**src/sv/actcc_pkg.sv**
```systemverilog
// Shared types, character codes and limits of the ANSI text console controller.
package actcc_pkg;

  localparam int unsigned SEQ_BUF_DEPTH = 16;
  localparam int unsigned MAX_COLUMNS   = 256;
  localparam int unsigned MAX_ROWS      = 128;
  localparam int unsigned SEQ_W         = $clog2(SEQ_BUF_DEPTH + 1);

  localparam logic [7:0] CH_ESC      = 8'h1B;
  localparam logic [7:0] CH_LBRACKET = 8'h5B;
  localparam logic [7:0] CH_SEMI     = 8'h3B;
  localparam logic [7:0] CH_LF       = 8'h0A;
  localparam logic [7:0] CH_SGR      = 8'h6D;
  localparam logic [7:0] CH_CUP      = 8'h48;
  localparam logic [7:0] CH_QMARK    = 8'h3F;
  localparam logic [7:0] FINAL_LO    = 8'h40;
  localparam logic [7:0] FINAL_HI    = 8'h7E;
  localparam logic [7:0] DIGIT_0     = 8'h30;
  localparam logic [7:0] DIGIT_9     = 8'h39;

  localparam logic [15:0] SGR_FG     = 16'd30;
  localparam logic [15:0] SGR_BG     = 16'd40;
  localparam logic [15:0] SGR_FG_HI  = 16'd90;
  localparam logic [15:0] SGR_BG_HI  = 16'd100;
  localparam logic [15:0] PARAM_MAX  = 16'hFFFF;
  localparam logic [3:0]  LEN_MAX    = 4'hF;
  localparam logic [3:0]  FG_DEFAULT = 4'hF;
  localparam logic [3:0]  BG_DEFAULT = 4'h0;

  localparam logic [8:0] COLUMNS_RST   = 9'd80;
  localparam logic [7:0] ROWS_RST      = 8'd25;
  localparam logic [7:0] SCROLL_RST    = 8'd1;
  localparam logic [7:0] MAX_GLYPH_RST = 8'd127;

  typedef enum logic [1:0] {
    CFG_COLUMNS,
    CFG_ROWS,
    CFG_SCROLL_LINES,
    CFG_MAX_GLYPH
  } cfg_idx_e;

  typedef enum logic [1:0] {
    MODE_IDLE = 2'd0,
    MODE_ESC  = 2'd1,
    MODE_CSI  = 2'd2
  } mode_e;

  typedef enum logic [2:0] {
    OP_NONE,
    OP_GLYPH,
    OP_NEWLINE,
    OP_CSI_START,
    OP_PARAM,
    OP_SEMI,
    OP_SGR,
    OP_CUP
  } op_e;

  typedef struct packed {
    op_e        op;
    logic [7:0] data;
    logic       first;
  } tok_t;

  // Handshake between the parser front and the execution back.
  typedef struct packed {
    logic valid;
    tok_t tok;
  } tok_chan_t;

  typedef struct packed {
    logic [8:0] columns;
    logic [7:0] rows;
    logic [7:0] scroll_lines;
    logic [7:0] max_glyph;
  } cfg_t;

  typedef struct packed {
    logic       draw;
    logic [7:0] glyph;
    logic [7:0] col;
    logic [6:0] row;
    logic [3:0] fg;
    logic [3:0] bg;
    logic       scroll;
  } res_t;

endpackage

```
**src/sv/actcc_front.sv**
```systemverilog
// Byte classifier: tracks escape parsing mode and queues one token per byte.
module actcc_front import actcc_pkg::*; (
  input  logic       clk_i,
  input  logic       rst_ni,
  input  logic       push_i,
  input  logic [7:0] in_byte_i,
  output logic       full_o,
  output tok_chan_t  chan_o,
  input  logic       pop_i
);

  mode_e            mode_q, mode_d;
  logic [SEQ_W-1:0] seq_q, seq_d;
  logic [SEQ_W-1:0] seq_next;
  tok_t             tok;

  tok_t       tq_q [2];
  logic       wr_q, rd_q;
  logic [1:0] cnt_q;
  logic       acc;

  assign acc      = push_i && !full_o;
  assign full_o   = (cnt_q == 2'd2);
  assign seq_next = seq_q + SEQ_W'(1);

  // Next state of the parser.
  always_comb begin
    mode_d = mode_q;
    seq_d  = seq_q;
    case (mode_q)
      MODE_ESC: begin
        if (in_byte_i == CH_LBRACKET) begin
          mode_d = MODE_CSI;
          seq_d  = '0;
        end else begin
          mode_d = MODE_IDLE;
        end
      end
      MODE_CSI: begin
        seq_d = seq_next;
        if (in_byte_i >= FINAL_LO && in_byte_i <= FINAL_HI) begin
          mode_d = MODE_IDLE;
        end else if (seq_next >= SEQ_W'(SEQ_BUF_DEPTH)) begin
          mode_d = MODE_IDLE;
        end
      end
      default: begin
        mode_d = (in_byte_i == CH_ESC) ? MODE_ESC : MODE_IDLE;
      end
    endcase
  end

  // Token for the byte in the current mode.
  always_comb begin
    tok.op    = OP_NONE;
    tok.data  = in_byte_i;
    tok.first = 1'b0;
    case (mode_q)
      MODE_ESC: begin
        if (in_byte_i == CH_LBRACKET) tok.op = OP_CSI_START;
      end
      MODE_CSI: begin
        tok.first = (seq_next == SEQ_W'(1));
        if (in_byte_i >= FINAL_LO && in_byte_i <= FINAL_HI) begin
          if (in_byte_i == CH_SGR)      tok.op = OP_SGR;
          else if (in_byte_i == CH_CUP) tok.op = OP_CUP;
        end else if (in_byte_i == CH_SEMI) begin
          tok.op = OP_SEMI;
        end else begin
          tok.op = OP_PARAM;
        end
      end
      default: begin
        if (in_byte_i == CH_LF)       tok.op = OP_NEWLINE;
        else if (in_byte_i != CH_ESC) tok.op = OP_GLYPH;
      end
    endcase
  end

  always_ff @(posedge clk_i or negedge rst_ni) begin
    if (!rst_ni) begin
      mode_q <= MODE_IDLE;
      seq_q  <= '0;
      wr_q   <= 1'b0;
      rd_q   <= 1'b0;
      cnt_q  <= 2'd0;
    end else begin
      if (acc) begin
        mode_q <= mode_d;
        seq_q  <= seq_d;
        wr_q   <= ~wr_q;
      end
      if (pop_i) rd_q <= ~rd_q;
      cnt_q <= cnt_q + {1'b0, acc} - {1'b0, pop_i};
    end
  end

  always_ff @(posedge clk_i) begin
    if (acc) tq_q[wr_q] <= tok;
  end

  assign chan_o.valid = (cnt_q != 2'd0);
  assign chan_o.tok   = tq_q[rd_q];

endmodule

```
**src/sv/actcc_back.sv**
```systemverilog
// Token executor: parameter shadow registers, colours, cursor and result queue.
module actcc_back import actcc_pkg::*; (
  input  logic      clk_i,
  input  logic      rst_ni,
  input  cfg_t      cfg_i,
  input  tok_chan_t chan_i,
  output logic      tok_pop_o,
  output logic      empty_o,
  output res_t      res_o,
  input  logic      pop_i
);

  logic [15:0] pv_q, pv_d;
  logic [3:0]  plen_q, plen_d;
  logic        pdig_q, pdig_d;
  logic [3:0]  pfg_q, pfg_d, pbg_q, pbg_d;
  logic [6:0]  prow_q, prow_d;
  logic [7:0]  pcol_q, pcol_d;
  logic        tgt_row_q, tgt_row_d;
  logic [3:0]  fore_q, fore_d, back_q, back_d;
  logic [7:0]  ccol_q, ccol_d;
  logic [6:0]  crow_q, crow_d;

  logic [8:0]  eff_cols;
  logic [7:0]  eff_rows, eff_scroll, scroll_raw;
  logic [6:0]  nl_row;
  logic        nl_scroll;
  logic [8:0]  col_inc;
  logic [7:0]  sgr_all;
  logic [15:0] cup_v;
  logic [7:0]  row_lim;
  logic [8:0]  col_lim;
  logic [6:0]  cup_row;
  logic [7:0]  cup_col;
  logic [19:0] acc_v;
  logic [3:0]  dval;
  tok_t        tok;
  res_t        res;

  res_t       rq_q [2];
  logic       wr_q, rd_q;
  logic [1:0] cnt_q;
  logic       out_pop;

  function automatic logic [7:0] sgr_fn(logic [15:0] v, logic [3:0] len, logic dig,
                                        logic [3:0] fg, logic [3:0] bg);
    logic [3:0]  nf, nb;
    logic [15:0] t;
    nf = fg;
    nb = bg;
    if (len == 4'd0 || (len == 4'd1 && dig && v == 16'd0)) begin
      nf = FG_DEFAULT;
      nb = BG_DEFAULT;
    end else begin
      if (v >= SGR_FG && v <= SGR_FG + 16'd7) begin
        t  = v - SGR_FG;
        nf = t[3:0];
      end else if (v >= SGR_BG && v <= SGR_BG + 16'd7) begin
        t  = v - SGR_BG;
        nb = t[3:0];
      end
      if (v >= SGR_FG_HI && v <= SGR_FG_HI + 16'd7) begin
        t  = v - SGR_FG_HI + 16'd8;
        nf = t[3:0];
      end else if (v >= SGR_BG_HI && v <= SGR_BG_HI + 16'd7) begin
        t  = v - SGR_BG_HI + 16'd8;
        nb = t[3:0];
      end
    end
    return {nf, nb};
  endfunction

  assign tok       = chan_i.tok;
  assign tok_pop_o = chan_i.valid && (cnt_q != 2'd2);
  assign out_pop   = pop_i && !empty_o;

  // Screen geometry as the cursor logic sees it.
  always_comb begin
    if (cfg_i.columns == 9'd0)                  eff_cols = 9'd1;
    else if (cfg_i.columns > 9'(MAX_COLUMNS))   eff_cols = 9'(MAX_COLUMNS);
    else                                        eff_cols = cfg_i.columns;
    if (cfg_i.rows == 8'd0)                     eff_rows = 8'd1;
    else if (cfg_i.rows > 8'(MAX_ROWS))         eff_rows = 8'(MAX_ROWS);
    else                                        eff_rows = cfg_i.rows;
    scroll_raw = (cfg_i.scroll_lines == 8'd0) ? 8'd1 : cfg_i.scroll_lines;
    eff_scroll = (scroll_raw > eff_rows) ? eff_rows : scroll_raw;
  end

  always_comb begin
    logic [7:0] r;
    r         = eff_rows - eff_scroll;
    nl_scroll = ({1'b0, crow_q} + 8'd1) >= eff_rows;
    nl_row    = nl_scroll ? r[6:0] : crow_q + 7'd1;
  end

  assign col_inc = {1'b0, ccol_q} + 9'd1;
  assign sgr_all = sgr_fn(pv_q, plen_q, pdig_q, pfg_q, pbg_q);

  // CUP target, one-based and clamped to the screen.
  always_comb begin
    cup_v   = (pv_q == 16'd0) ? 16'd0 : pv_q - 16'd1;
    row_lim = eff_rows - 8'd1;
    col_lim = eff_cols - 9'd1;
    cup_row = (cup_v > {8'd0, row_lim}) ? row_lim[6:0] : cup_v[6:0];
    cup_col = (cup_v > {7'd0, col_lim}) ? col_lim[7:0] : cup_v[7:0];
  end

  always_comb begin
    dval  = tok.data[3:0] - DIGIT_0[3:0];
    acc_v = {1'b0, pv_q, 3'd0} + {3'd0, pv_q, 1'b0} + {16'd0, dval};
  end

  always_comb begin
    pv_d      = pv_q;
    plen_d    = plen_q;
    pdig_d    = pdig_q;
    pfg_d     = pfg_q;
    pbg_d     = pbg_q;
    prow_d    = prow_q;
    pcol_d    = pcol_q;
    tgt_row_d = tgt_row_q;
    fore_d    = fore_q;
    back_d    = back_q;
    ccol_d    = ccol_q;
    crow_d    = crow_q;
    res       = '0;
    case (tok.op)
      OP_GLYPH: begin
        res.draw  = 1'b1;
        res.glyph = (tok.data > cfg_i.max_glyph) ? CH_QMARK : tok.data;
        res.col   = ccol_q;
        res.row   = crow_q;
        if (col_inc >= eff_cols) begin
          ccol_d     = 8'd0;
          crow_d     = nl_row;
          res.scroll = nl_scroll;
        end else begin
          ccol_d = col_inc[7:0];
        end
      end
      OP_NEWLINE: begin
        ccol_d     = 8'd0;
        crow_d     = nl_row;
        res.scroll = nl_scroll;
      end
      OP_CSI_START: begin
        pv_d      = 16'd0;
        plen_d    = 4'd0;
        pdig_d    = 1'b1;
        tgt_row_d = 1'b1;
        pfg_d     = fore_q;
        pbg_d     = back_q;
        prow_d    = crow_q;
        pcol_d    = ccol_q;
      end
      OP_PARAM: begin
        if (pdig_q && tok.data >= DIGIT_0 && tok.data <= DIGIT_9) begin
          pv_d = (acc_v > {4'd0, PARAM_MAX}) ? PARAM_MAX : acc_v[15:0];
        end else begin
          pdig_d = 1'b0;
        end
        if (plen_q < LEN_MAX) plen_d = plen_q + 4'd1;
      end
      OP_SEMI: begin
        {pfg_d, pbg_d} = sgr_all;
        if (tgt_row_q) prow_d = cup_row;
        else           pcol_d = cup_col;
        tgt_row_d = ~tgt_row_q;
        pv_d      = 16'd0;
        plen_d    = 4'd0;
        pdig_d    = 1'b1;
      end
      OP_SGR: begin
        if (tok.first) begin
          pfg_d = FG_DEFAULT;
          pbg_d = BG_DEFAULT;
        end else if (plen_q != 4'd0) begin
          {pfg_d, pbg_d} = sgr_all;
        end
        fore_d = pfg_d;
        back_d = pbg_d;
      end
      OP_CUP: begin
        if (tgt_row_q) prow_d = cup_row;
        else           pcol_d = cup_col;
        tgt_row_d = ~tgt_row_q;
        crow_d    = prow_d;
        ccol_d    = pcol_d;
      end
      default: ;
    endcase
    res.fg = fore_d;
    res.bg = back_d;
  end

  always_ff @(posedge clk_i or negedge rst_ni) begin
    if (!rst_ni) begin
      pv_q      <= 16'd0;
      plen_q    <= 4'd0;
      pdig_q    <= 1'b1;
      pfg_q     <= FG_DEFAULT;
      pbg_q     <= BG_DEFAULT;
      prow_q    <= 7'd0;
      pcol_q    <= 8'd0;
      tgt_row_q <= 1'b1;
      fore_q    <= FG_DEFAULT;
      back_q    <= BG_DEFAULT;
      ccol_q    <= 8'd0;
      crow_q    <= 7'd0;
      wr_q      <= 1'b0;
      rd_q      <= 1'b0;
      cnt_q     <= 2'd0;
    end else begin
      if (tok_pop_o) begin
        pv_q      <= pv_d;
        plen_q    <= plen_d;
        pdig_q    <= pdig_d;
        pfg_q     <= pfg_d;
        pbg_q     <= pbg_d;
        prow_q    <= prow_d;
        pcol_q    <= pcol_d;
        tgt_row_q <= tgt_row_d;
        fore_q    <= fore_d;
        back_q    <= back_d;
        ccol_q    <= ccol_d;
        crow_q    <= crow_d;
        wr_q      <= ~wr_q;
      end
      if (out_pop) rd_q <= ~rd_q;
      cnt_q <= cnt_q + {1'b0, tok_pop_o} - {1'b0, out_pop};
    end
  end

  always_ff @(posedge clk_i) begin
    if (tok_pop_o) rq_q[wr_q] <= res;
  end

  assign empty_o = (cnt_q == 2'd0);
  assign res_o   = rq_q[rd_q];

endmodule

```
**src/sv/ansi_text_console_controller_unit.sv**
```systemverilog
// Top level of the ANSI text console controller: configuration registers, front and back.
//
//   channel   direction  handshake                 payload
//   input     in         push / full               in_byte_i
//   result    out        empty / pop               draw_valid_o .. scroll_valid_o
//   config    in         cfg_valid_i / cfg_ready_o cfg_index_i, cfg_data_i
//
// One byte is accepted per cycle while full is low and gives exactly one result word;
// the execution stage retires one token per cycle while the result queue has room, which
// sets the rate. A byte reaches the result ports through the token queue and the result
// queue. Two-word queues between front and back and on the result side let either end
// stall without losing a word. Reset clears the parser, cursor, colours and queues.
module ansi_text_console_controller_unit import actcc_pkg::*; (
  input  logic       clk_i,
  input  logic       rst_ni,
  input  logic       push,
  output logic       full,
  input  logic [7:0] in_byte_i,
  output logic       empty,
  input  logic       pop,
  output logic       draw_valid_o,
  output logic [7:0] glyph_code_o,
  output logic [7:0] cell_col_o,
  output logic [6:0] cell_row_o,
  output logic [3:0] fg_index_o,
  output logic [3:0] bg_index_o,
  output logic       scroll_valid_o,
  input  logic       cfg_valid_i,
  output logic       cfg_ready_o,
  input  logic [1:0] cfg_index_i,
  input  logic [8:0] cfg_data_i
);

  cfg_t      cfg_q;
  tok_chan_t chan;
  logic      tok_pop;
  res_t      res;

  assign cfg_ready_o = 1'b1;

  always_ff @(posedge clk_i or negedge rst_ni) begin
    if (!rst_ni) begin
      cfg_q.columns      <= COLUMNS_RST;
      cfg_q.rows         <= ROWS_RST;
      cfg_q.scroll_lines <= SCROLL_RST;
      cfg_q.max_glyph    <= MAX_GLYPH_RST;
    end else if (cfg_valid_i && cfg_ready_o) begin
      case (cfg_idx_e'(cfg_index_i))
        CFG_COLUMNS:      cfg_q.columns      <= cfg_data_i;
        CFG_ROWS:         cfg_q.rows         <= cfg_data_i[7:0];
        CFG_SCROLL_LINES: cfg_q.scroll_lines <= cfg_data_i[7:0];
        CFG_MAX_GLYPH:    cfg_q.max_glyph    <= cfg_data_i[7:0];
        default: ;
      endcase
    end
  end

  actcc_front u_front (
    .clk_i     (clk_i),
    .rst_ni    (rst_ni),
    .push_i    (push),
    .in_byte_i (in_byte_i),
    .full_o    (full),
    .chan_o    (chan),
    .pop_i     (tok_pop)
  );

  actcc_back u_back (
    .clk_i     (clk_i),
    .rst_ni    (rst_ni),
    .cfg_i     (cfg_q),
    .chan_i    (chan),
    .tok_pop_o (tok_pop),
    .empty_o   (empty),
    .res_o     (res),
    .pop_i     (pop)
  );

  assign draw_valid_o   = res.draw;
  assign glyph_code_o   = res.glyph;
  assign cell_col_o     = res.col;
  assign cell_row_o     = res.row;
  assign fg_index_o     = res.fg;
  assign bg_index_o     = res.bg;
  assign scroll_valid_o = res.scroll;

endmodule

```
**config.mk**
```make
export PLATFORM = sky130hd
export DESIGN_NAME = ansi_text_console_controller_unit
export DESIGN_NICKNAME = d
export VERILOG_FILES = /design/src/sv/actcc_pkg.sv /design/src/sv/actcc_front.sv /design/src/sv/actcc_back.sv /design/src/sv/ansi_text_console_controller_unit.sv
export SDC_FILE = /design/constraint.sdc
export NUM_CORES = 1
export LEC_CHECK = 0
export BUFFER_PORTS_ARGS = -buffer_cell sky130_fd_sc_hd__buf_2
export CAP_MARGIN = 0
export CORE_MARGIN = 3
export CORE_UTILIZATION = 55
export CTS_CLUSTER_DIAMETER = 150
export DETAILED_ROUTE_END_ITERATION = 7
export PLACE_DENSITY_LB_ADDON = 0.2
export SYNTH_ARGS = -nofsm -noshare
export SYNTH_HDL_FRONTEND = slang
export SYNTH_SLANG_ARGS = --single-unit
```
**constraint.sdc**
```tcl
create_clock -name clk_i -period 6 [get_ports clk_i]
set_clock_uncertainty 0.15 [all_clocks]
set_input_delay 1.2 -clock clk_i [delete_from_list [all_inputs] [get_ports clk_i]]
set_output_delay 1.2 -clock clk_i [all_outputs]
set_load 0.01 [all_outputs]
```
# Yosys cells after proc, flatten, opt, wreduce, memory -nomap -nowiden
# Memories as Yosys holds them, arrays and structs flattened.
# Cells that the tools add are included.
# word_totals
mem_count	2
elab_cells	214
mem_bits_rw	90
reg_bits	116
# op_classes
n_addsub	21
n_eq_ne	29
muxes	66
bitwise_logic	5
n_lt_le_gt_ge	23
reduce_logical	44
# mem_list
memory	words	word_bits	read_ports	rd_clocked_by_memory_dff	write_ports	line_no	rtl
u_back.rq_q	2	33	1	0	1	actcc_back.sv:40	res_t rq_q [2];
u_front.tq_q	2	12	1	0	1	actcc_front.sv:17	tok_t tq_q [2];
# ops
op	count
two-way mux 4 bit	15
two-way mux 8 bit	7
two-way mux 16 bit	3
two-way mux 7 bit	5
greater-or-equal comparator 16 x 7 -> 1 bit (second input constant)	2
<= comparator 16 x 6 -> 1 bit (second input constant)	2
<= comparator 16 x 7 -> 1 bit (second input constant)	2
one-hot mux 16 bit (2 select lines)	1
equality test 8 x 7 -> 1 bit (second input constant)	3
two-way mux 24 bit	1
one-hot mux 4 bit (3 select lines)	2
one-hot mux 8 bit (3 select lines)	1
one-hot mux 7 bit (3 select lines)	1
adder 19 x 17 -> 20 bit	1
adder 20 x 4 -> 20 bit	1
> comparator 20 x 16 -> 1 bit (second input constant)	1
two-way mux 9 bit	2
greater-or-equal comparator 16 x 5 -> 1 bit (second input constant)	1
greater-or-equal comparator 16 x 6 -> 1 bit (second input constant)	1
> comparator 16 x 8 -> 1 bit	1
> comparator 16 x 9 -> 1 bit	1
> comparator 8 bit	2
zero test 16 bit	1
zero test 8 bit	2
other kinds (62)	129

# Longest topological paths before layout
# Gate-level depths: netlist of the first run.
# depth
ltp_word	10
mapped_depth	21
mapped_depth_nobuf	20

# By module
# A second synthesis of the first run with hierarchy kept.
# unflattened
hier_cells	1326
hier_area_um2	13417.9
# by_module_without_submodules
module	area_per_inst_um2	cells_each	n_inst
actcc_back	10398.7	1115	1
actcc_front	1737.9	138	1
ansi_text_console_controller_unit	1281.2	73	1

# Least setup slack after synthesis of the first run
# No wires, ideal clock.
# synth_timing
kind	flip-flop to flip-flop
from	reg cfg_q[21] in the netlist's numbering
to	reg u_back.crow_q[6]
arrival_ps	3950
setup_time_ps	82
path_buffers	1
stages_incl_launch_ff	22
t_required_ps	5768
path_slack_ps	1818
cell_sequence	dfrtp_1 > nor4_1 > a21oi_1 > nor2_1 > ha_1 > nor2b_1 > o211ai_1 > a21oi_1 > o22ai_1 > clkbuf_1 > nor2_1 > a21oi_1 > ha_1 > inv_1 > fa_1 > nand2_1 > nand2_1 > a21oi_1 > o21ai_0 > a22o_1 > a311o_1 > a31oi_1
# synth_via
elab_chain_cells	9
word_cells_on_any_way	15
cone_classes	2 x add/sub; 4 x order compare; 8 x mux; 1 x reduce/logical
# synth_lines
element	line_no	rtl
start, declared	ansi_text_console_controller_unit.sv:34	cfg_t cfg_q;
> comparator 8 bit	actcc_back.sv:83	else if (cfg_i.rows > 8'(MAX_ROWS)) eff_rows = 8'(MAX_ROWS);
two-way mux 8 bit	actcc_back.sv:83	
two-way mux 8 bit (*)	actcc_back.sv:82	if (cfg_i.rows == 8'd0) eff_rows = 8'd1;
branches (longest 5 deep; another with > comparator 16 x 8 -> 1 bit)	--	
one-hot mux 7 bit (3 select lines) (*)	actcc_back.sv:127	case (tok.op)
end signal, assigned	actcc_back.sv:226	crow_q <= crow_d;
end, declared	actcc_back.sv:22	logic [6:0] crow_q, crow_d;
# Every way passes the cells marked *. The select of a mux whose other input is x is not followed.
# A chain may end at the register's enable or synchronous reset.

# Worst setup path in the final report of the first run
# Same ends and word-level chain as after synthesis.

==> results of run 1 <==
==> logic make-up (layout without fill, tap and decap cells) <==
group / count (synthesis) / in the layout
multiplexers: 96 / 96
XOR/XNOR: 49 / 49
AND/OR/NAND/NOR: 423 / 423
other: 1 / 2
flip-flops: 206 / 206
adder cells (fa/ha/maj): 116 / 116
buffers and inverters: 111 / 172
AO/OA/AOI/OAI: 338 / 338
==> how the worst max path moves through the flow <==
stage                    from                to  slack (ns)  cells after the start
finish              cfg_q[21]  u_back.crow_q[6]        1.08                     20
detailed placement  cfg_q[21]  u_back.crow_q[6]        1.15                     20
global placement    cfg_q[21]  u_back.crow_q[6]        1.40                     20
CTS                 cfg_q[21]  u_back.crow_q[6]        1.14                     20
global route        cfg_q[21]  u_back.crow_q[6]        0.74                     20
floorplan           cfg_q[21]  u_back.crow_q[6]        1.82                     21
==> synth_stat cells, types with 5 or more instances <==
| cell type | instances |
|---|---|
| a211oi_1 | 9 |
| a21boi_0 | 5 |
| a21o_1 | 15 |
| a21oi_1 | 75 |
| a31oi_1 | 17 |
| a32oi_1 | 8 |
| and2_1 | 6 |
| and3_1 | 32 |
| buf_2 | 8 |
| clkbuf_1 | 36 |
| dfrtp_1 | 93 |
| dfstp_2 | 23 |
| edfxtp_1 | 90 |
| ha_1 | 113 |
| inv_1 | 58 |
| mux2_2 | 78 |
| mux2i_1 | 18 |
| nand2_1 | 110 |
| nand2b_1 | 19 |
| nand3_1 | 47 |
| nand4_1 | 12 |
| nor2_1 | 97 |
| nor2b_1 | 12 |
| nor3_1 | 23 |
| nor3b_1 | 7 |
| nor4_1 | 10 |
| o2111ai_1 | 5 |
| o211ai_1 | 17 |
| o21a_1 | 12 |
| o21ai_0 | 53 |
| o21ai_1 | 38 |
| o22a_1 | 6 |
| o22ai_1 | 5 |
| o31ai_1 | 13 |
| or2_2 | 10 |
| or3_1 | 12 |
| xnor2_1 | 26 |
| xor2_1 | 23 |
==> registers in the layout (all words and copies together), names as in the netlist, 2 cells and up <==
| name | flops |
|---|---|
| u_back.cnt_q | 2 |
| u_back.pv_q | 16 |
| u_front.tq_q | 24 |
| u_back.pbg_q | 4 |
| u_back.crow_q | 7 |
| u_front.mode_q | 2 |
| u_back.pfg_q | 4 |
| u_front.seq_q | 5 |
| cfg_q | 33 |
| u_back.pcol_q | 8 |
| u_back.fore_q | 4 |
| u_back.rq_q | 66 |
| u_back.ccol_q | 8 |
| u_back.back_q | 4 |
| u_front.cnt_q | 2 |
| u_back.plen_q | 4 |
| u_back.prow_q | 7 |
==> metrics by stage <==
step	hold slack (ns)	std cells	worst slack, ns	area (sq um)
2_1_floorplan	0.293	1341	1.82	13400
3_3_place_gp	0.316	1680	1.40	14000
3_5_place_dp	0.311	1680	1.15	14000
4_1_cts	0.326	1721	1.14	14800
5_1_grt	0.344	1721	0.739	14800
6_report	0.327	1721	1.08	14800
==> power by group through the flow <==
| stage | Sequential [W] | Clock (W) | Combinational, W |
|---|---|---|---|
| floorplan | 0.00246 | 0 | 0.00369 |
| global placement | 0.00267 | 0 | 0.00466 |
| detailed placement | 0.00269 | 0 | 0.00479 |
| CTS | 0.00268 | 0.00150 | 0.00482 |
| global route | 0.00276 | 0.00155 | 0.00540 |
| finish | 0.00269 | 0.00147 | 0.00485 |
==> metal layers <==
metal	vias up	GRT usage	wire length, um
met3	59	0.0385	2540
met4	0	0.0628	744
li1	5091	-	-
met1	5078	0.378	15400
met5	-	0	0
met2	399	0.374	14100
==> layout make-up <==
| cell class | count | area (sq um) | area share |
|---|---|---|---|
| timing repair buffer | 70 | 383 | 0.0259 |
| tap | 319 | 399 | 0.0270 |
| sequential | 206 | 5630 | 0.381 |
| multi-input combinational | 1024 | 7340 | 0.497 |
| clock buffer | 28 | 604 | 0.0409 |
| inverter | 61 | 229 | 0.0155 |
| clock inverter | 13 | 181 | 0.0123 |
==> critical path: stages (launching register included) <==
cell and delay [ns]:
dfrtp_1 0.42, nor4_1 0.46, a21oi_1 0.12, nor2_1 0.34, ha_1 0.21, nor2b_1 0.05
o211ai_1 0.18, a21oi_1 0.09, o22ai_1 0.73, nor2_1 0.07, a21oi_1 0.16, ha_1 0.19
inv_1 0.06, fa_1 0.41, nand2_1 0.08, nand2_1 0.05, a21oi_1 0.20, o21ai_0 0.14
a22o_1 0.22, a311o_1 0.35, a31oi_1 0.16
==> flow_metrics.tcl, run 1 <==
set metrics [dict create \
    worstSetupEndpointType "register" \
    die_h_um 162 \
    die-area_sq_um 26300 \
    htree_levels 1 \
    status "complete, no violations" \
    ys_async_sr_fraction 0.563 \
    vias 10627 \
    synth_top_family_by_area "compound AO/OA/AOI/OAI gates" \
    min_period_ns 4.92 \
    synth_cell_types 89 \
    wirelength_um 32800 \
    hp-class "register to register" \
    final_util 0.622 \
    initialDrtViolationCount 880 \
    cts-root-buf "clkbuf_16" \
    finalMaxSlewViolations 0 \
    worstSetupStartpointType "register" \
    combPwrFrac 0.539 \
    clock_path_buffers 3 \
    yosys_most_used_dff "dfrtp_1" \
    fp.coreArea_sq_um 23800 \
    synth_area_per_cell_sq_um 10.0 \
    drive_above_1_share 0.168 \
    grt_first_pass_wirelength_um 53400 \
    grt_max_degree 63 \
    gp_congestion 0.944 \
    syn_area_sq_um 13400 \
    finalSetupViolations 0 \
    synthAdderAreaFrac 0.110 \
    ir_drop_mv 0.254 \
    port_buffers 58 \
    start_util 0.565 \
    rsz0062_at_grt "no" \
    seq_area_frac_synth 0.420 \
    synth_top_area_share 0.201 \
    synth_compound_area_frac 0.166 \
    power_density_nw_per_um2 610 \
    period_share 0.820 \
    worstSetupPathType "register to register" \
    worstHoldPathCells 2 \
    r2r_start "cfg_q[21]" \
    hold_viol_final 0 \
    hp-start "u_back.pcol_q[4]" \
    cts.reportedPaths.clkPinSlew_ns 0.07 \
    power.total_w 0.00900 \
    slew_headroom 0.271 \
    antenna_found_initial 0 \
    synth_cells 1340 \
    num_antenna_cells 0 \
    clock_latency_ns 0.51 \
    synth.area.top_cells "edfxtp_1, dfrtp_1, ha_1" \
    cts.sinks 206 \
    yosys.area_share.xor_xnor 0.0320 \
    track_usage 0.249 \
    cts-resized-gates 0 \
    nets 1526 \
    holdPathEnd "u_back.pcol_q[4]" \
    worst_pin_slew_ns 1.09 \
    p_sw_frac 0.442 \
    drt_pass1_iterations 5 \
    r2r_end "u_back.crow_q[6]" \
    cts_buffers 23 \
    final_common_cell "ha_1" \
    grt_pass1_vias 10095 \
    setup-tns-final_ns 0 \
    ioPinCount 60 \
    clockPowerShare 0.163 \
    final_cell_mix "ha_1, nand2_1, nor2_1" \
    holdBufCountCts 0 \
    die_x_um 162 \
    r2r_cells 20 \
    critical_path.max_fanout 13 \
    cts_tree "yes" \
    cap_viol_max_count 0 \
    post_cts_buffers 0 \
    fmax_mhz 203 \
    ys_seq_elements 206 \
    seqPwrFrac 0.298 \
    yosysTopAreaCell "edfxtp_1" \
    yosysWarnings 0 \
    cp.required_ns 6.28 \
    via_per_inst 6.17 \
    synthMuxAreaShare 0.0789 \
    r2r_slack_ns 1.08 \
    syn_to_final_growth_pct 10.1 \
    intPower_w 0.00503 \
    routedWlPerCell_um 19.0 \
    synth_edf_count 90 \
    antenna_left 0 \
    synthSimpleGateAreaFrac 0.159 \
    p_sw_w 0.00398 \
    p_leak_nw 6.19 \
    hpwl_um 24200 \
    grt_overflow 0 \
    remaining_drc_errors 0 \
    fillers 1974 \
    num_rows 56 \
    cp_data_arrival_time_ns 5.20 \
]
(Power assumes the default switching activity.)
==> inputs of run 2 (changes only) <==
Clock period 6 ns to 4.1 ns, I/O delays scaled along.
==> flow_metrics.tcl, run 2 (same netlist as run 1, synthesis figures left out) <==
set metrics [dict create \
    status "complete, no violations" \
    clock_latency_ns 0.52 \
    port_buffers 58 \
    worst_pin_slew_ns 1.03 \
    gp_congestion 0.939 \
    finalSetupViolations 0 \
    hold_viol_final 0 \
    grt_first_pass_wirelength_um 52800 \
    post-place-cells 1713 \
    cp_cell_sequence "nor4_4, a21oi_1, nor2_1, buf_4, inv_2, ha_4, nand3_2, or3_4, xnor2_2, ha_1, nand4_1, or2_4, a221oi_2, buf_4, a21oi_1, a211o_1, a31o_1" \
    cts.sinks 206 \
    max_stage_delay_ns 0.58 \
    num_rows 56 \
    track_usage 0.248 \
    cts-root-buf "clkbuf_16" \
    worstSetupEndpointType "register" \
    period_share 0.961 \
    antenna_found_initial 0 \
    grt_max_degree 78 \
    die_h_um 162 \
    cp.required_ns 4.36 \
    p_leak_nw 6.34 \
    clock_path_buffers 3 \
    grt_pass1_vias 9989 \
    setup-tns-final_ns 0 \
    die-area_sq_um 26300 \
    slew_headroom 0.314 \
    regMostFlops "u_back.rq_q" \
    nets 1559 \
    finalMaxSlewViolations 0 \
    num_antenna_cells 0 \
    ir_drop_mv 0.489 \
    power_density_nw_per_um2 882 \
    holdBufCountCts 0 \
    ioPinCount 60 \
    start_util 0.565 \
    hpwl_um 24900 \
    cap_viol_max_count 0 \
    largest_register_ffs 66 \
    min_period_ns 3.94 \
    hp-class "primary input to async pin" \
    fin_cells 1754 \
    final_cell_mix "ha_1, nand2_1, nor2_1" \
    r2r_cells 17 \
    r2r_start "cfg_q[19]" \
    worstSetupStartpointType "register" \
    fillers 1922 \
    cpMaxStageDelayCell "dfstp_2" \
    wirelength_um 33200 \
    fmax_mhz 254 \
    initialDrtViolationCount 925 \
    final_util 0.633 \
    critical_path.max_fanout 7 \
    cts_tree "yes" \
    syn_to_final_growth_pct 12.1 \
    finalWorstSetupSlack_ns 0.161 \
    r2r_slack_ns 0.16 \
    cts.reportedPaths.clkPinSlew_ns 0.07 \
    final_common_cell "ha_1" \
    antenna_left 0 \
    largestRegisters "u_back.rq_q: 66 flops, cfg_q: 33 flops, u_front.tq_q: 24 flops" \
    die_x_um 162 \
    drive_above_1_share 0.202 \
    cp_data_arrival_time_ns 4.20 \
    vias 10842 \
    htree_levels 1 \
    pre_cts_slack_ns 0.0237 \
    grt_overflow 0 \
    worstSetupPathType "register to register" \
    drt_pass1_iterations 5 \
    r2r_end "u_back.crow_q[1]" \
    routedWlPerCell_um 18.9 \
    remaining_drc_errors 0 \
    via_per_inst 6.18 \
    cts_buffers 22 \
    fp.coreArea_sq_um 23800 \
]
-- run 2: where the power goes --
group | total (W) | leakage [nW] | switching, W | internal, W
logic | 0.00755 | 3.74 | 0.00450 | 0.00306
registers | 0.00381 | 2.26 | 0.000608 | 0.00320
clock network | 0.00191 | 0.342 | 0.000804 | 0.00111
total | 0.0133 | 6.34 | 0.00591 | 0.00737
-- run 2: what timing repair did --
| action | CTS | global route |
|---|---|---|
| endpoints found under the setup margin | 0 | 28 |
| gates resized for setup | 0 | 23 |
| buffers inserted | 0 | 1 |
-- run 2: layout make-up --
class                           instances  area [sq um]  area share
Clock buffer                           29           607      0.0403
Clock inverter                         11          98.8     0.00657
Inverter                               61           229      0.0152
Multi-Input combinational cell       1024          7440       0.494
Sequential cell                       206          5630       0.374
Tap cell                              319           399      0.0265
Timing Repair Buffer                  104           638      0.0424
-- run 2: how the worst max path moves through the flow --
stage                     startpoint                to  slack, ns  depth (start not counted)
after floorplan            cfg_q[21]  u_back.crow_q[6]       0.06                         21
after global placement     cfg_q[19]  u_back.crow_q[5]       0.17                         16
after detailed placement   cfg_q[19]  u_back.crow_q[5]       0.02                         16
after CTS                  cfg_q[19]  u_back.crow_q[5]       0.05                         16
after global routing       cfg_q[21]  u_back.crow_q[6]      -0.02                         20
final                      cfg_q[19]  u_back.crow_q[1]       0.16                         17
-- run 2: per-layer routing --
layer,GRT usage,share of wire,up-vias
li1,-,-,5157
met1,0.381,0.47,5252
met2,0.380,0.44,383
met3,0.0281,0.068,50
met4,0.0543,0.021,0
met5,0,0,-
-- run 2: through the flow --
step	power, W	instance area [sq um]	hold WS [ns]
2_1_floorplan	0.00900	13400	0.293
3_3_place_gp	0.0110	14200	0.310
3_5_place_dp	0.0112	14200	0.314
4_1_cts	0.0132	14900	0.329
5_1_grt	0.0143	15000	0.363
6_report	0.0133	15000	0.327
-- run 2: worst max-delay path, delay by kind of cell, from the launching register on --
family | cells | cell delay (ns)
buffers and inverters | 3 | 0.46
AOI/OAI and AO/OA | 5 | 1.01
DFF | 1 | 0.58
xor gates and xnor gates | 1 | 0.16
adders and majority gates | 2 | 0.46
and+or+nand+nor | 6 | 1.04
==> inputs of run 3 (changes only) <==
Settings changed: CORE_ASPECT_RATIO set to 0.8.
==> flow_metrics.tcl, run 3 (same netlist as run 1, synthesis figures left out) <==
set metrics [dict create \
    cts.reportedPaths.clkPinSlew_ns 0.06 \
    slew_headroom 0.268 \
    port_buffers 58 \
    clock_path_buffers 3 \
    drive_above_1_share 0.203 \
    cts_buffers 23 \
    ioPinCount 60 \
    fillers 1929 \
    cts_tree "yes" \
    clock_latency_ns 0.51 \
    drt_pass1_iterations 5 \
    power_density_nw_per_um2 894 \
    worstSetupEndpointType "register" \
    status "complete, no violations" \
    setup-tns-final_ns 0 \
    min_period_ns 3.90 \
    start_util 0.566 \
    routedWlPerCell_um 19.5 \
    ir_drop_mv 0.601 \
    cap_viol_max_count 0 \
    via_per_inst 6.16 \
    period_share 0.951 \
    dpl_cell_area_sq_um 14300 \
    cp_data_arrival_time_ns 4.19 \
    htree_levels 1 \
    die_x_um 181 \
    largest_register_ffs 66 \
    holdBufCountCts 0 \
    hp-class "primary input to async pin" \
    cts-root-buf "clkbuf_16" \
    gp_congestion 0.964 \
    cp.required_ns 4.39 \
    antenna_found_initial 0 \
    regMostFlops "u_back.rq_q" \
    worstSetupPathType "register to register" \
    fmax_mhz 256 \
    final_cell_mix "ha_1, nand2_1, nor2_1" \
    worstSetupStartpointType "register" \
    critical_path.max_fanout 9 \
    hpwl_um 25700 \
    grt_overflow 0 \
    worst_pin_slew_ns 1.09 \
    rsz0062_at_grt "yes" \
    track_usage 0.256 \
    p_leak_nw 6.34 \
    vias 10778 \
    num_rows 50 \
    fin_area_sq_um 15100 \
    grt_first_pass_wirelength_um 55400 \
    num_antenna_cells 0 \
    grt_pass1_vias 10126 \
    hold_viol_final 0 \
    largestRegisters "u_back.rq_q: 66 flops, cfg_q: 33 flops, u_front.tq_q: 24 flops" \
    nets 1562 \
    wirelength_um 34100 \
    antenna_left 0 \
    finalMaxSlewViolations 0 \
    syn_to_final_growth_pct 12.3 \
    power.total_w 0.0135 \
    die_h_um 146 \
    cts.sinks 206 \
    fp.coreArea_sq_um 23700 \
    holdWs_ns 0.284 \
    finalSetupViolations 0 \
    die-area_sq_um 26300 \
    initialDrtViolationCount 1034 \
    remaining_drc_errors 0 \
    final_common_cell "ha_1" \
    grt_max_degree 66 \
]
## run 3: routing by layer
| metal | vias up | GRT usage | part of all wire |
|---|---|---|---|
| met4 | 0 | 0.0518 | 0.020 |
| met2 | 404 | 0.357 | 0.41 |
| met5 | - | 0 | 0 |
| met1 | 5159 | 0.407 | 0.49 |
| li1 | 5159 | - | - |
| met3 | 56 | 0.0562 | 0.082 |
## run 3: final timing paths
kind | start | endpoint | slack [ns] | cells after the start
hold reg to reg | u_back.pcol_q[3] | u_back.pcol_q[3] | 0.33 | 2
setup / recovery | cfg_q[23] | u_back.crow_q[6] | 0.20 | 19
setup reg to reg | cfg_q[23] | u_back.crow_q[6] | 0.20 | 19
max in group asynchronous | rst_ni | u_back.pfg_q[1] | 2.63 | 2
hold / removal | rst_ni | cfg_q[18] | 0.28 | 1
min in group clk_i | u_back.pcol_q[3] | u_back.pcol_q[3] | 0.33 | 2
## run 3: layout make-up
class	count	area, sq um	share of cell area
Multi-Input combinational cell	1024	7450	0.494
Sequential cell	206	5630	0.374
Timing Repair Buffer	106	653	0.0434
Clock buffer	32	643	0.0427
Tap cell	312	390	0.0259
Inverter	61	229	0.0152
Clock inverter	9	65.1	0.00432
## run 3: worst max-delay path, stage by stage (launching register included)
cell	delay (ns)
dfrtp_1	0.46
inv_1	0.16
nand2_1	0.18
ha_1	0.35
nor2b_1	0.13
o211ai_1	0.15
a21oi_1	0.10
o22ai_2	0.16
nor2_1	0.06
a21oi_1	0.12
ha_1	0.19
inv_1	0.06
fa_1	0.39
nand2_1	0.08
nand2_1	0.05
a21oi_1	0.20
o21ai_0	0.13
a22o_1	0.22
a311o_1	0.34
a31oi_1	0.16
## run 3: repair_timing
item / CTS / global route
setup endpoints to repair: 0 / 17
resized for setup: 0 / 21
setup buffers: 0 / 1
## run 3: metrics by stage
step                      utilization  setup WS, ns  cells
after floorplan                     -        0.0604   1341
after global placement          0.601         0.143   1708
after detailed placement        0.601        0.0378   1708
after CTS                       0.631        0.0459   1749
after global routing            0.635        -0.135   1750
final                           0.635         0.200   1750
## run 3: power breakdown
| part | switching [W] | total, W | internal [W] |
|---|---|---|---|
| Clock | 0.000830 | 0.00193 | 0.00110 |
| Sequential | 0.000614 | 0.00382 | 0.00320 |
| Combinational | 0.00461 | 0.00771 | 0.00310 |
| Total | 0.00606 | 0.0135 | 0.00740 |
